### src/design/bulk_only_transport_host_sequencer_defines.svh
// Assertion macros used by the sequencer output queue.
`ifndef BULK_ONLY_TRANSPORT_HOST_SEQUENCER_DEFINES_SVH
`define BULK_ONLY_TRANSPORT_HOST_SEQUENCER_DEFINES_SVH

`ifndef NO_ASSERTIONS

// Check a condition at every clock edge out of reset.
`define BOTS_ASSERT(lbl, clk, rst_n, cond) \
    lbl: assert property (@(posedge clk) disable iff (!rst_n) (cond)) \
        else $error("assertion failed");

// Check that a trigger is followed by a condition in the next cycle.
`define BOTS_ASSERT_NEXT(lbl, clk, rst_n, trig, cond) \
    lbl: assert property (@(posedge clk) disable iff (!rst_n) (trig) |=> (cond)) \
        else $error("assertion failed");

`else

`define BOTS_ASSERT(lbl, clk, rst_n, cond)
`define BOTS_ASSERT_NEXT(lbl, clk, rst_n, trig, cond)

`endif

`endif

### src/design/bots_pkg.sv
`default_nettype none

package bots_pkg;

    localparam int ENUM_STEPS  = 6;
    localparam int LIST_LEN    = 6;
    localparam int STEP_COUNT  = (ENUM_STEPS < LIST_LEN) ? ENUM_STEPS : LIST_LEN;
    localparam int OFIFO_DEPTH = 4;
    localparam int OFIFO_AW    = $clog2(OFIFO_DEPTH);
    localparam int OFIFO_CW    = $clog2(OFIFO_DEPTH + 1);

    typedef enum logic [2:0] {
        CMD_ATTACH  = 3'd0,
        CMD_POLL    = 3'd1,
        CMD_DONE    = 3'd2,
        CMD_READ10  = 3'd3,
        CMD_WRITE10 = 3'd4,
        CMD_REMOVE  = 3'd5
    } t_cmd;

    typedef enum logic [1:0] {
        ST_OK    = 2'd0,
        ST_RETRY = 2'd1,
        ST_SIZE  = 2'd2,
        ST_FATAL = 2'd3
    } t_status;

    typedef enum logic [3:0] {
        ACT_NONE   = 4'd0,
        ACT_MAXLUN = 4'd1,
        ACT_CBW    = 4'd2,
        ACT_DIN    = 4'd3,
        ACT_DOUT   = 4'd4,
        ACT_CSW    = 4'd5,
        ACT_DONE   = 4'd6,
        ACT_CONN   = 4'd7,
        ACT_ERR    = 4'd8
    } t_action;

    typedef enum logic [3:0] {
        DP_INACTIVE    = 4'd0,
        DP_IDLE        = 4'd1,
        DP_MAXLUN_REQ  = 4'd2,
        DP_MAXLUN_WAIT = 4'd3,
        DP_ENUM_REQ    = 4'd4,
        DP_ENUM_WAIT   = 4'd5,
        DP_READ_WAIT   = 4'd6,
        DP_WRITE_WAIT  = 4'd7
    } t_dev_phase;

    typedef enum logic [3:0] {
        TP_IDLE = 4'd0,
        TP_CBW  = 4'd1,
        TP_DIN  = 4'd2,
        TP_DOUT = 4'd3,
        TP_CSW  = 4'd4
    } t_xfer_phase;

    localparam logic [7:0] OP_TEST_UNIT_READY = 8'h00;
    localparam logic [7:0] OP_READ_CAPACITY   = 8'h25;
    localparam logic [7:0] OP_READ10          = 8'h28;
    localparam logic [7:0] OP_WRITE10         = 8'h2A;
    localparam logic [7:0] OP_INQUIRY         = 8'h12;
    localparam logic [7:0] OP_MODE_SENSE6     = 8'h1A;
    localparam logic [7:0] OP_REQUEST_SENSE   = 8'h03;
    localparam logic [7:0] REQ_MAX_LUN        = 8'd254;
    localparam logic [4:0] CDB_LEN_6          = 5'd6;
    localparam logic [4:0] CDB_LEN_10         = 5'd10;
    localparam logic [4:0] CDB_LEN_NONE       = 5'd0;

    typedef struct packed {
        logic [2:0]  cmd;
        logic [1:0]  status;
        logic [31:0] start_block;
        logic [15:0] blocks;
        logic [31:0] cap_blocks;
        logic [31:0] cap_block_bytes;
    } t_item;

    typedef struct packed {
        t_action     action;
        logic [7:0]  opcode;
        logic [4:0]  cdb_length;
        logic        direction_in;
        logic [31:0] transfer_length;
        logic [31:0] out_block;
        logic [15:0] out_blocks;
        logic        last;
    } t_result;

    typedef struct packed {
        logic [1:0] n;
        t_result    r0;
        t_result    r1;
    } t_emit;

    typedef struct packed {
        t_dev_phase  dev;
        t_xfer_phase xfer;
        logic [2:0]  enum_index;
        logic [7:0]  cur_opcode;
        logic [31:0] cur_length;
        logic        cur_dir_in;
        logic [31:0] cur_block;
        logic [15:0] cur_count;
        logic [31:0] block_bytes;
        logic [31:0] block_total;
    } t_state;

    localparam t_state STATE_RESET = '{
        dev:         DP_INACTIVE,
        xfer:        TP_IDLE,
        enum_index:  3'd0,
        cur_opcode:  8'd0,
        cur_length:  32'd0,
        cur_dir_in:  1'b0,
        cur_block:   32'd0,
        cur_count:   16'd0,
        block_bytes: 32'd0,
        block_total: 32'd0
    };

    function automatic logic [7:0] list_op(input logic [2:0] idx);
        logic [7:0] op;
        case (idx)
            3'd1:    op = OP_READ_CAPACITY;
            3'd3:    op = OP_INQUIRY;
            3'd4:    op = OP_MODE_SENSE6;
            3'd5:    op = OP_REQUEST_SENSE;
            default: op = OP_TEST_UNIT_READY;
        endcase
        return op;
    endfunction

    function automatic logic [31:0] list_len(input logic [2:0] idx);
        logic [31:0] len;
        case (idx)
            3'd0:    len = 32'd1;
            3'd1:    len = 32'd8;
            3'd3:    len = 32'd96;
            3'd4:    len = 32'd10;
            3'd5:    len = 32'd8;
            default: len = 32'd0;
        endcase
        return len;
    endfunction

    function automatic logic [4:0] cdb_len_of(input logic [7:0] op);
        return (op == OP_READ_CAPACITY || op == OP_READ10 || op == OP_WRITE10)
            ? CDB_LEN_10 : CDB_LEN_6;
    endfunction

    function automatic t_result make_result(input t_action a, input logic [7:0] op,
                                            input logic [4:0] clen, input logic dir,
                                            input logic [31:0] len, input logic [31:0] blk,
                                            input logic [15:0] cnt);
        t_result r;
        r.action          = a;
        r.opcode          = op;
        r.cdb_length      = clen;
        r.direction_in    = dir;
        r.transfer_length = len;
        r.out_block       = blk;
        r.out_blocks      = cnt;
        r.last            = 1'b0;
        return r;
    endfunction

    function automatic t_result bare(input t_action a);
        return make_result(a, 8'd0, CDB_LEN_NONE, 1'b0, 32'd0, 32'd0, 16'd0);
    endfunction

    function automatic t_result xact(input t_action a, input t_state s);
        return make_result(a, s.cur_opcode, cdb_len_of(s.cur_opcode), s.cur_dir_in,
                           s.cur_length, s.cur_block, s.cur_count);
    endfunction

endpackage

`default_nettype wire

### src/design/bots_step.sv
`default_nettype none

module bots_step (
    input  bots_pkg::t_item  i_item,
    input  bots_pkg::t_state i_state,
    output bots_pkg::t_state o_state,
    output bots_pkg::t_emit  o_emit
);
    import bots_pkg::*;

    logic        w_idx_bad;
    logic        w_adv_done;
    logic        w_is_read;
    logic [47:0] w_prod;
    t_state      nxt;
    t_emit       emit;

    assign w_idx_bad  = (i_state.enum_index == 3'd0) || (int'(i_state.enum_index) >= LIST_LEN);
    assign w_adv_done = (int'(i_state.enum_index) + 1) >= STEP_COUNT;
    assign w_is_read  = (i_item.cmd == CMD_READ10);
    // byte count wraps to 32 bits
    assign w_prod     = 48'(i_item.blocks) * 48'(i_state.block_bytes);

    // next state
    always_comb begin
        nxt = i_state;
        unique case (i_item.cmd)
            CMD_ATTACH: begin
                if (i_state.dev == DP_INACTIVE) begin
                    nxt.xfer       = TP_IDLE;
                    nxt.enum_index = 3'd0;
                    nxt.dev        = DP_MAXLUN_REQ;
                end
            end
            CMD_POLL: begin
                if (i_state.xfer == TP_IDLE) begin
                    if (i_state.dev == DP_MAXLUN_REQ) begin
                        nxt.dev = DP_MAXLUN_WAIT;
                    end else if (i_state.dev == DP_ENUM_REQ) begin
                        if (w_idx_bad) begin
                            nxt.dev = DP_IDLE;
                        end else begin
                            nxt.cur_opcode = list_op(i_state.enum_index);
                            nxt.cur_length = list_len(i_state.enum_index);
                            nxt.cur_dir_in = 1'b1;
                            nxt.cur_block  = 32'd0;
                            nxt.cur_count  = 16'd0;
                            nxt.dev        = DP_ENUM_WAIT;
                            nxt.xfer       = TP_CBW;
                        end
                    end
                end
            end
            CMD_DONE: begin
                unique case (i_state.xfer)
                    TP_IDLE: begin
                        if (i_state.dev == DP_MAXLUN_WAIT) begin
                            if (i_item.status == ST_OK) begin
                                if (w_adv_done) begin
                                    nxt.dev = DP_IDLE;
                                end else begin
                                    nxt.enum_index = i_state.enum_index + 3'd1;
                                    nxt.dev        = DP_ENUM_REQ;
                                end
                            end else begin
                                nxt.dev = DP_INACTIVE;
                            end
                        end
                    end
                    TP_CBW: begin
                        if (i_item.status == ST_OK) begin
                            if (i_state.cur_opcode == OP_WRITE10) begin
                                nxt.xfer = TP_DOUT;
                            end else if (i_state.cur_opcode == OP_TEST_UNIT_READY) begin
                                nxt.xfer = TP_CSW;
                            end else begin
                                nxt.xfer = TP_DIN;
                            end
                        end
                    end
                    TP_DIN: begin
                        if (i_item.status == ST_OK) begin
                            if (i_state.cur_opcode == OP_READ_CAPACITY) begin
                                nxt.block_total = i_item.cap_blocks;
                                nxt.block_bytes = i_item.cap_block_bytes;
                            end
                            nxt.xfer = TP_CSW;
                        end
                    end
                    TP_DOUT: begin
                        if (i_item.status == ST_OK) begin
                            nxt.xfer = TP_CSW;
                        end
                    end
                    TP_CSW: begin
                        if (i_item.status == ST_OK) begin
                            nxt.xfer = TP_IDLE;
                            if (i_state.dev == DP_ENUM_WAIT) begin
                                if (w_adv_done) begin
                                    nxt.dev = DP_IDLE;
                                end else begin
                                    nxt.enum_index = i_state.enum_index + 3'd1;
                                    nxt.dev        = DP_ENUM_REQ;
                                end
                            end else if (i_state.dev == DP_READ_WAIT ||
                                         i_state.dev == DP_WRITE_WAIT) begin
                                nxt.dev = DP_IDLE;
                            end
                        end
                    end
                    default: begin
                    end
                endcase
            end
            CMD_READ10, CMD_WRITE10: begin
                nxt.cur_opcode = w_is_read ? OP_READ10 : OP_WRITE10;
                nxt.cur_dir_in = w_is_read;
                nxt.cur_block  = i_item.start_block;
                nxt.cur_count  = i_item.blocks;
                nxt.cur_length = w_prod[31:0];
                nxt.dev        = w_is_read ? DP_READ_WAIT : DP_WRITE_WAIT;
                nxt.xfer       = TP_CBW;
            end
            CMD_REMOVE: begin
                nxt.dev  = DP_INACTIVE;
                nxt.xfer = TP_IDLE;
            end
            default: begin
            end
        endcase
    end

    // results; transaction beats carry the updated transaction fields
    always_comb begin
        emit.n  = 2'd0;
        emit.r0 = bare(ACT_NONE);
        emit.r1 = bare(ACT_CONN);
        unique case (i_item.cmd)
            CMD_POLL: begin
                if (i_state.xfer == TP_IDLE) begin
                    if (i_state.dev == DP_MAXLUN_REQ) begin
                        emit.n  = 2'd2;
                        emit.r0 = make_result(ACT_MAXLUN, REQ_MAX_LUN, CDB_LEN_NONE, 1'b1,
                                              32'd1, 32'd0, 16'd0);
                    end else if (i_state.dev == DP_ENUM_REQ && !w_idx_bad) begin
                        emit.n  = 2'd1;
                        emit.r0 = xact(ACT_CBW, nxt);
                    end
                end
            end
            CMD_DONE: begin
                emit.n  = 2'd1;
                emit.r0 = bare(ACT_ERR);
                unique case (i_state.xfer)
                    TP_IDLE: begin
                        if (i_state.dev == DP_MAXLUN_WAIT && i_item.status == ST_OK) begin
                            emit.r0 = bare(ACT_CONN);
                        end
                    end
                    TP_CBW: begin
                        if (i_item.status == ST_OK) begin
                            if (i_state.cur_opcode == OP_WRITE10) begin
                                emit.r0 = xact(ACT_DOUT, nxt);
                            end else if (i_state.cur_opcode == OP_TEST_UNIT_READY) begin
                                emit.r0 = bare(ACT_CSW);
                            end else begin
                                emit.r0 = xact(ACT_DIN, nxt);
                            end
                        end else if (i_item.status == ST_RETRY) begin
                            emit.r0 = xact(ACT_CBW, nxt);
                        end
                    end
                    TP_DIN: begin
                        if (i_item.status == ST_OK) begin
                            emit.r0 = bare(ACT_CSW);
                        end
                    end
                    TP_DOUT: begin
                        if (i_item.status == ST_OK) begin
                            emit.r0 = bare(ACT_CSW);
                        end else if (i_item.status == ST_RETRY) begin
                            emit.r0 = xact(ACT_DOUT, nxt);
                        end
                    end
                    TP_CSW: begin
                        if (i_item.status == ST_OK) begin
                            if (i_state.dev == DP_READ_WAIT || i_state.dev == DP_WRITE_WAIT) begin
                                emit.r0 = bare(ACT_DONE);
                            end else begin
                                emit.n = 2'd0;
                            end
                        end
                    end
                    default: begin
                    end
                endcase
            end
            CMD_READ10, CMD_WRITE10: begin
                emit.n  = 2'd1;
                emit.r0 = xact(ACT_CBW, nxt);
            end
            default: begin
            end
        endcase
        emit.r0.last = (emit.n == 2'd1);
        emit.r1.last = 1'b1;
    end

    assign o_state = nxt;
    assign o_emit  = emit;

endmodule

`default_nettype wire

### src/design/bots_ofifo.sv
`default_nettype none
`include "bulk_only_transport_host_sequencer_defines.svh"

module bots_ofifo (
    input  logic              i_clk,
    input  logic              i_rst_n,
    input  bots_pkg::t_emit   i_emit,
    input  logic              i_pop,
    output bots_pkg::t_result o_head,
    output logic              o_not_empty,
    output logic              o_room2
);
    import bots_pkg::*;

    t_result               r_mem [OFIFO_DEPTH];
    logic [OFIFO_AW-1:0]   r_wr_ptr;
    logic [OFIFO_AW-1:0]   r_rd_ptr;
    logic [OFIFO_CW-1:0]   r_count;
    logic [OFIFO_AW-1:0]   n_wr_ptr;
    logic [OFIFO_CW-1:0]   n_count;
    logic [OFIFO_AW-1:0]   w_wr_ptr1;

    assign w_wr_ptr1   = r_wr_ptr + OFIFO_AW'(1);
    assign n_wr_ptr    = r_wr_ptr + OFIFO_AW'(i_emit.n);
    assign n_count     = r_count + OFIFO_CW'(i_emit.n) - OFIFO_CW'(i_pop);
    assign o_head      = r_mem[r_rd_ptr];
    assign o_not_empty = (r_count != '0);
    assign o_room2     = (int'(r_count) <= OFIFO_DEPTH - 2);

    always_ff @(posedge i_clk) begin
        if (!i_rst_n) begin
            r_wr_ptr <= '0;
            r_rd_ptr <= '0;
            r_count  <= '0;
        end else begin
            r_wr_ptr <= n_wr_ptr;
            r_count  <= n_count;
            if (i_pop) begin
                r_rd_ptr <= r_rd_ptr + OFIFO_AW'(1);
            end
        end
    end

    always_ff @(posedge i_clk) begin
        if (i_emit.n != 2'd0) begin
            r_mem[r_wr_ptr] <= i_emit.r0;
        end
        if (i_emit.n == 2'd2) begin
            r_mem[w_wr_ptr1] <= i_emit.r1;
        end
    end

    `BOTS_ASSERT(a_count_bound, i_clk, i_rst_n, int'(r_count) <= OFIFO_DEPTH)
    `BOTS_ASSERT(a_push_needs_room, i_clk, i_rst_n, (i_emit.n == 2'd0) || o_room2)
    `BOTS_ASSERT(a_no_pop_empty, i_clk, i_rst_n, !i_pop || o_not_empty)
    `BOTS_ASSERT_NEXT(a_pop_drains, i_clk, i_rst_n, i_pop && (i_emit.n == 2'd0), r_count == $past(r_count) - OFIFO_CW'(1))

endmodule

`default_nettype wire

### src/design/bulk_only_transport_host_sequencer.sv
// An accepted beat is registered in the input register and processed, and its results
// queued, once the output queue has room for two beats. Throughput: one event per cycle
// while the queue has that room; a max-LUN poll yields two result beats, which the
// four-entry output queue absorbs while the next event is already taken.
// Reset: synchronous, active low; device inactive, transaction idle, queue empty.
`default_nettype none

module bulk_only_transport_host_sequencer (
    input  logic        i_clk,
    input  logic        i_rst_n,
    input  logic        i_valid,
    output logic        o_ready,
    input  logic [2:0]  i_cmd,
    input  logic [1:0]  i_status,
    input  logic [31:0] i_start_block,
    input  logic [15:0] i_blocks,
    input  logic [31:0] i_cap_blocks,
    input  logic [31:0] i_cap_block_bytes,
    output logic        o_valid,
    input  logic        i_ready,
    output logic [3:0]  o_action,
    output logic [7:0]  o_opcode,
    output logic [4:0]  o_cdb_length,
    output logic        o_direction_in,
    output logic [31:0] o_transfer_length,
    output logic [31:0] o_out_block,
    output logic [15:0] o_out_blocks,
    output logic        o_last
);
    import bots_pkg::*;

    // input register
    logic    r_in_valid;
    t_item   r_item;

    // sequencer state
    t_state  r_state;
    t_state  n_state;

    t_emit   w_emit_raw;
    t_emit   w_emit;
    t_result w_head;
    logic    w_not_empty;
    logic    w_room2;
    logic    w_fire;
    logic    w_accept;
    logic    w_pop;

    // Process the held event only when the queue can take both possible result beats.
    assign w_fire   = r_in_valid && w_room2;
    // Take a new beat when the input register is empty or drains this cycle.
    assign o_ready  = !r_in_valid || w_fire;
    assign w_accept = i_valid && o_ready;
    assign w_pop    = w_not_empty && i_ready;

    always_ff @(posedge i_clk) begin
        if (!i_rst_n) begin
            r_in_valid <= 1'b0;
        end else if (o_ready) begin
            r_in_valid <= i_valid;
        end
    end

    // Hold the payload until the event is processed.
    always_ff @(posedge i_clk) begin
        if (w_accept) begin
            r_item.cmd             <= i_cmd;
            r_item.status          <= i_status;
            r_item.start_block     <= i_start_block;
            r_item.blocks          <= i_blocks;
            r_item.cap_blocks      <= i_cap_blocks;
            r_item.cap_block_bytes <= i_cap_block_bytes;
        end
    end

    bots_step u_step (
        .i_item  (r_item),
        .i_state (r_state),
        .o_state (n_state),
        .o_emit  (w_emit_raw)
    );

    // Advance state only when the event fires.
    always_ff @(posedge i_clk) begin
        if (!i_rst_n) begin
            r_state <= STATE_RESET;
        end else if (w_fire) begin
            r_state <= n_state;
        end
    end

    // Drop the result beats unless the event fires this cycle.
    always_comb begin
        w_emit = w_emit_raw;
        if (!w_fire) begin
            w_emit.n = 2'd0;
        end
    end

    bots_ofifo u_ofifo (
        .i_clk       (i_clk),
        .i_rst_n     (i_rst_n),
        .i_emit      (w_emit),
        .i_pop       (w_pop),
        .o_head      (w_head),
        .o_not_empty (w_not_empty),
        .o_room2     (w_room2)
    );

    assign o_valid           = w_not_empty;
    assign o_action          = w_head.action;
    assign o_opcode          = w_head.opcode;
    assign o_cdb_length      = w_head.cdb_length;
    assign o_direction_in    = w_head.direction_in;
    assign o_transfer_length = w_head.transfer_length;
    assign o_out_block       = w_head.out_block;
    assign o_out_blocks      = w_head.out_blocks;
    assign o_last            = w_head.last;

endmodule

`default_nettype wire
### config.mk
export PLATFORM = sky130hd
export DESIGN_NAME = bulk_only_transport_host_sequencer
export DESIGN_NICKNAME = d
export VERILOG_FILES = /design/src/design/bots_pkg.sv /design/src/design/bots_step.sv /design/src/design/bots_ofifo.sv /design/src/design/bulk_only_transport_host_sequencer.sv
export VERILOG_INCLUDE_DIRS = /design/src /design/src/design
export SDC_FILE = /design/constraint.sdc
export NUM_CORES = 2
export LEC_CHECK = 0
export ABC_AREA = 0
export BUFFER_PORTS_ARGS = -buffer_cell sky130_fd_sc_hd__buf_2
export CORE_ASPECT_RATIO = 1.4
export CORE_UTILIZATION = 25
export DETAILED_ROUTE_END_ITERATION = 10
export HOLD_SLACK_MARGIN = 0.08
export PLACE_DENSITY = 0.43
export SYNTH_ARGS = -nofsm -noshare
export SYNTH_HDL_FRONTEND = slang
export SYNTH_SLANG_ARGS = --single-unit
### constraint.sdc
create_clock -name i_clk -period 7.2 [get_ports i_clk]
set_input_delay 0.72 -clock i_clk [delete_from_list [all_inputs] [get_ports i_clk]]
set_output_delay 0.72 -clock i_clk [all_outputs]
set_load 0.02 [all_outputs]
==> results.md <==
* WHS Path Cells at 1
* GPL Wtd Cong at around 0.82
* Setup TNS at 0 ps
* Post-synth EDFFs at 85
* RSZ-0062 raised after global routing: false
* Vias per cell at approximately 4.7
* Clk sink count at ~610
* Post-Synth Simple-Gate Area at 0.144
* Max-cap violations at 0
* Final setup viols at 0
* First-pass GRT wire length at ~180000 um
* IO Pins at around 220
* Avg WL per Cell at around 20 um
* Cell family with most CP delay: adder cells
* CP Data Arrival Time at about 7400 ps
* DRT Wirelength at between 100000 and 150000 um
* CTS buffer count at 73
* Row cnt at between 150 and 200
* Grt total ovfl at 0
* Final period util at 0.952
* CTS tree: yes
* Mux contribution to synthesized area at 0.0712
* DIE WIDTH at 324 um
* Synth Area in XOR/XNOR at 0.0142
* Final Max Slew Viols at 0
* # DRC at 0
* First-iteration detailed-routing DRC count at between 1500 and 2000
* Syn avg cell area at approximately 9.6 um2
* Flops & latches, synth at between 600 and 700
* Layout overhead on the synthesized area at 15.7%
* Initial antenna violation count at 8
* Worst Tran Pin Value at 1170 ps
* Die Ht at 452 um
* Vias at 27608
* Initial core utilization at 0.253
* Critical path class: reg -> reg
* Cell count after placement at roughly 5700
* Sequential share of the synthesized area at 0.362
* Post-Synthesis Cells at between 3000 and 4000
* Complex-gate fraction of the synthesized area at 0.140
* Gr usage total at 0.165
* Min Tclk post-route at slightly below 7000 ps
* FF-to-FF Start: r_item[75]
* Clock-pin slew on the worst setup and hold paths at ~70 ps
* WP data required at 7720 ps
* Top-area cell type share of the netlist area at 0.292
* HPWL after detailed placement at 79700 um
* Hold Crit Class: in -> reg
* Cell taking the most area after synthesis: dfxtp_1
* Post-CTS setup buffer count at 0
* Worst Setup End Kind: register
* Share of post-route cells with drive strength above 1 at 0.141
* Final ANT Viol Nets at 0
* Leak at 16.3 nW
* Post-CTS Resized at 0
* Clock root buffer: clkbuf_16
* Sequence of cells on the critical path: buf_4 > nand2_1 > fa_1 > inv_1 > fa_1 > fa_1 > fa_1 > fa_1 > inv_1 > fa_1 > inv_1 > ha_1 > a211oi_1 > o21ai_0 > a221oi_1 > buf_4 > a311oi_1 > xnor2_1 > a2bb2oi_1 > buf_4 > a21oi_1
* PortBufs at ~190
* Worst Hold End: r_item[65]
* Critical path's slowest cell: edfxtp_1
* Final worst setup slack at between 300 and 400 ps
* Synthesized area at 0.0362 mm2
* Worst hold start: i_blocks[1]
* Pin count of the biggest net entering global routing at roughly 150
* Non-filler instance count after layout at 5850
* Hold_buf cts at 0
* Most frequent cell after synthesis: dfxtp_1
* Area contributors post-synth: dfxtp_1, fa_1, edfxtp_1, mux4_2, nor2_1
* Core Area at 0.143 mm2
* CTS H-tree depth at 3
* Peak supply drop at 0.223 mV
* Nets at about 4400
* Maximum buffer depth of the clock tree at 3
* Ys async rst share at 0
* Fmax at around 150 MHz
* R2R setup slack at 350 ps
* Worst-path maximum fanout at 15
* CP bufs+invs at 6
* Latest clock arrival within the worst-skew pair at roughly 700 ps
* Crit Reg-Reg Endpoint: u_ofifo.r_mem[3][77]
* Adder-Cell Fraction of Synth Area at 0.195
* CP Launch Type: register
* Fillers at 15381
* Relative slew slack at 0.218
* Status: completed
* DIE AREA at between 0.1 and 0.15 mm2
* Worst Skew at 39.9 ps
* R2R cell count at 21
* Multi-input combinational cell area at about 0.021 mm2
* Ys flop type: dfxtp_1
* Placement Setup Slack at 409 ps
* WHS at roughly 190 ps
* Hold Violations, Final at 0
* Register cell area after layout at around 0.013 mm2
* Worst path max stage delay at 950 ps
* P per Cell Area at around 260 mW/mm2
* Synth cell count leaders: dfxtp_1, nor2_1, nand2_1
* Synth cell types at just over 80
* Largest family of logic cells by synthesized area: adder cells
* Most frequent CP cell: fa_1
* 1st-pass router iterations at 7
* Yosys Warn Count at 0
* Vias in the first global route at approximately 29000
-- placed cells by master (no fill, tap or decap), types with 6 or more instances in the layout --
master / synthesis / layout
dfxtp_1: 528 / 526
nor2_1: 523 / 519
nand2_1: 384 / 383
inv_1: 361 / 361
fa_1: 305 / 305
a211oi_1: 240 / 240
buf_2: 67 / 187
a21oi_1: 148 / 147
and2_1: 147 / 145
buf_4: 20 / 114
o21ai_0: 100 / 100
a22oi_1: 99 / 99
mux4_2: 97 / 97
edfxtp_1: 85 / 85
ha_1: 75 / 75
clkbuf_16: 0 / 75
xnor2_1: 46 / 46
nor3_1: 45 / 45
a32oi_1: 40 / 40
mux2i_1: 37 / 37
nand3_1: 24 / 23
clkbuf_1: 191 / 19
o211ai_1: 15 / 15
buf_12: 0 / 14
or3_1: 13 / 13
a32o_1: 13 / 13
o21a_1: 13 / 12
nand4_1: 12 / 12
a21o_1: 11 / 10
a31oi_1: 10 / 10
xor2_1: 10 / 10
clkinv_2: 0 / 8
inv_6: 0 / 7
clkbuf_8: 0 / 7
nor2b_1: 6 / 6
nand2b_1: 6 / 6
and3_1: 7 / 6
-- how the worst max path moves through the flow --
stage	from	to	slack, ps	cells after the start
after floorplan	r_item[68]	u_ofifo.r_mem[2][77]	1090	22
after global placement	r_item[75]	u_ofifo.r_mem[3][77]	480	21
after detailed placement	r_item[75]	u_ofifo.r_mem[3][77]	410	21
after CTS	r_item[75]	u_ofifo.r_mem[3][77]	370	21
after global routing	r_item[75]	u_ofifo.r_mem[0][77]	30	21
final	r_item[75]	u_ofifo.r_mem[3][77]	350	21
-- worst register-to-register path, stage by stage (launching register included) --
cell       delay [ps]
edfxtp_1          950
buf_4             340
nand2_1            90
fa_1              510
inv_1              50
fa_1              600
fa_1              470
fa_1              470
fa_1              490
inv_1              50
fa_1              470
inv_1              40
ha_1              280
a211oi_1          310
o21ai_0           200
a221oi_1          390
buf_4             180
a311oi_1           90
xnor2_1           300
a2bb2oi_1         190
buf_4             170
a21oi_1            70
-- metal layers --
layer / wire, um / GRT usage / up-vias / part of all wire
met5: 46 / 0 / - / 0.00038
met4: 2680 / 0.0481 / 8 / 0.022
met3: 4760 / 0.0222 / 139 / 0.040
met2: 61200 / 0.298 / 557 / 0.51
met1: 51000 / 0.203 / 13884 / 0.43
li1: - / - / 13020 / -
-- kinds of logic (layout without fill, tap and decap cells) --
logic type,Yosys count,after routing
compound gates,740,740
xor+xnor,57,57
fa+ha+maj,380,380
buf+inv,662,811
flops,613,613
mux,136,136
other cells,1,4
simple gates,1200,1200
-- power by group --
group / switching [mW] / internal (mW) / leakage, nW
registers: 0.385 / 4.09 / 5.14
clock network: 1.62 / 2.19 / 1.18
logic: 1.57 / 1.16 / 9.95
-- flip-flops by register name (all words and copies together) (netlist names), named ones only --
name,count
r_state,130
u_ofifo.r_count,3
r_item,85
u_ofifo.r_mem,388
u_ofifo.r_rd_ptr,2
u_ofifo.r_wr_ptr,2
r_in_valid,1
-- layout make-up --
| cell class | count | area share |
|---|---|---|
| multi-input combinational | 2515 | 0.490 |
| sequential | 613 | 0.313 |
| tap | 1909 | 0.0570 |
| timing repair buffer | 315 | 0.0494 |
| clock buffer | 101 | 0.0488 |
| inverter | 363 | 0.0326 |
| clock inverter | 32 | 0.00878 |
| antenna | 2 | 0.000119 |
-- metrics by stage --
| stage | util | area, um2 | total power, mW |
|---|---|---|---|
| finish | 0.293 | 41900 | 11.0 |
| global route | 0.293 | 41900 | 11.6 |
| CTS | 0.293 | 41900 | 11.2 |
| detailed placement | 0.276 | 39500 | 7.33 |
| global placement | 0.276 | 39500 | 7.29 |
| floorplan | - | 36200 | 6.33 |
Note: power is estimated with default switching activity, not from simulation.
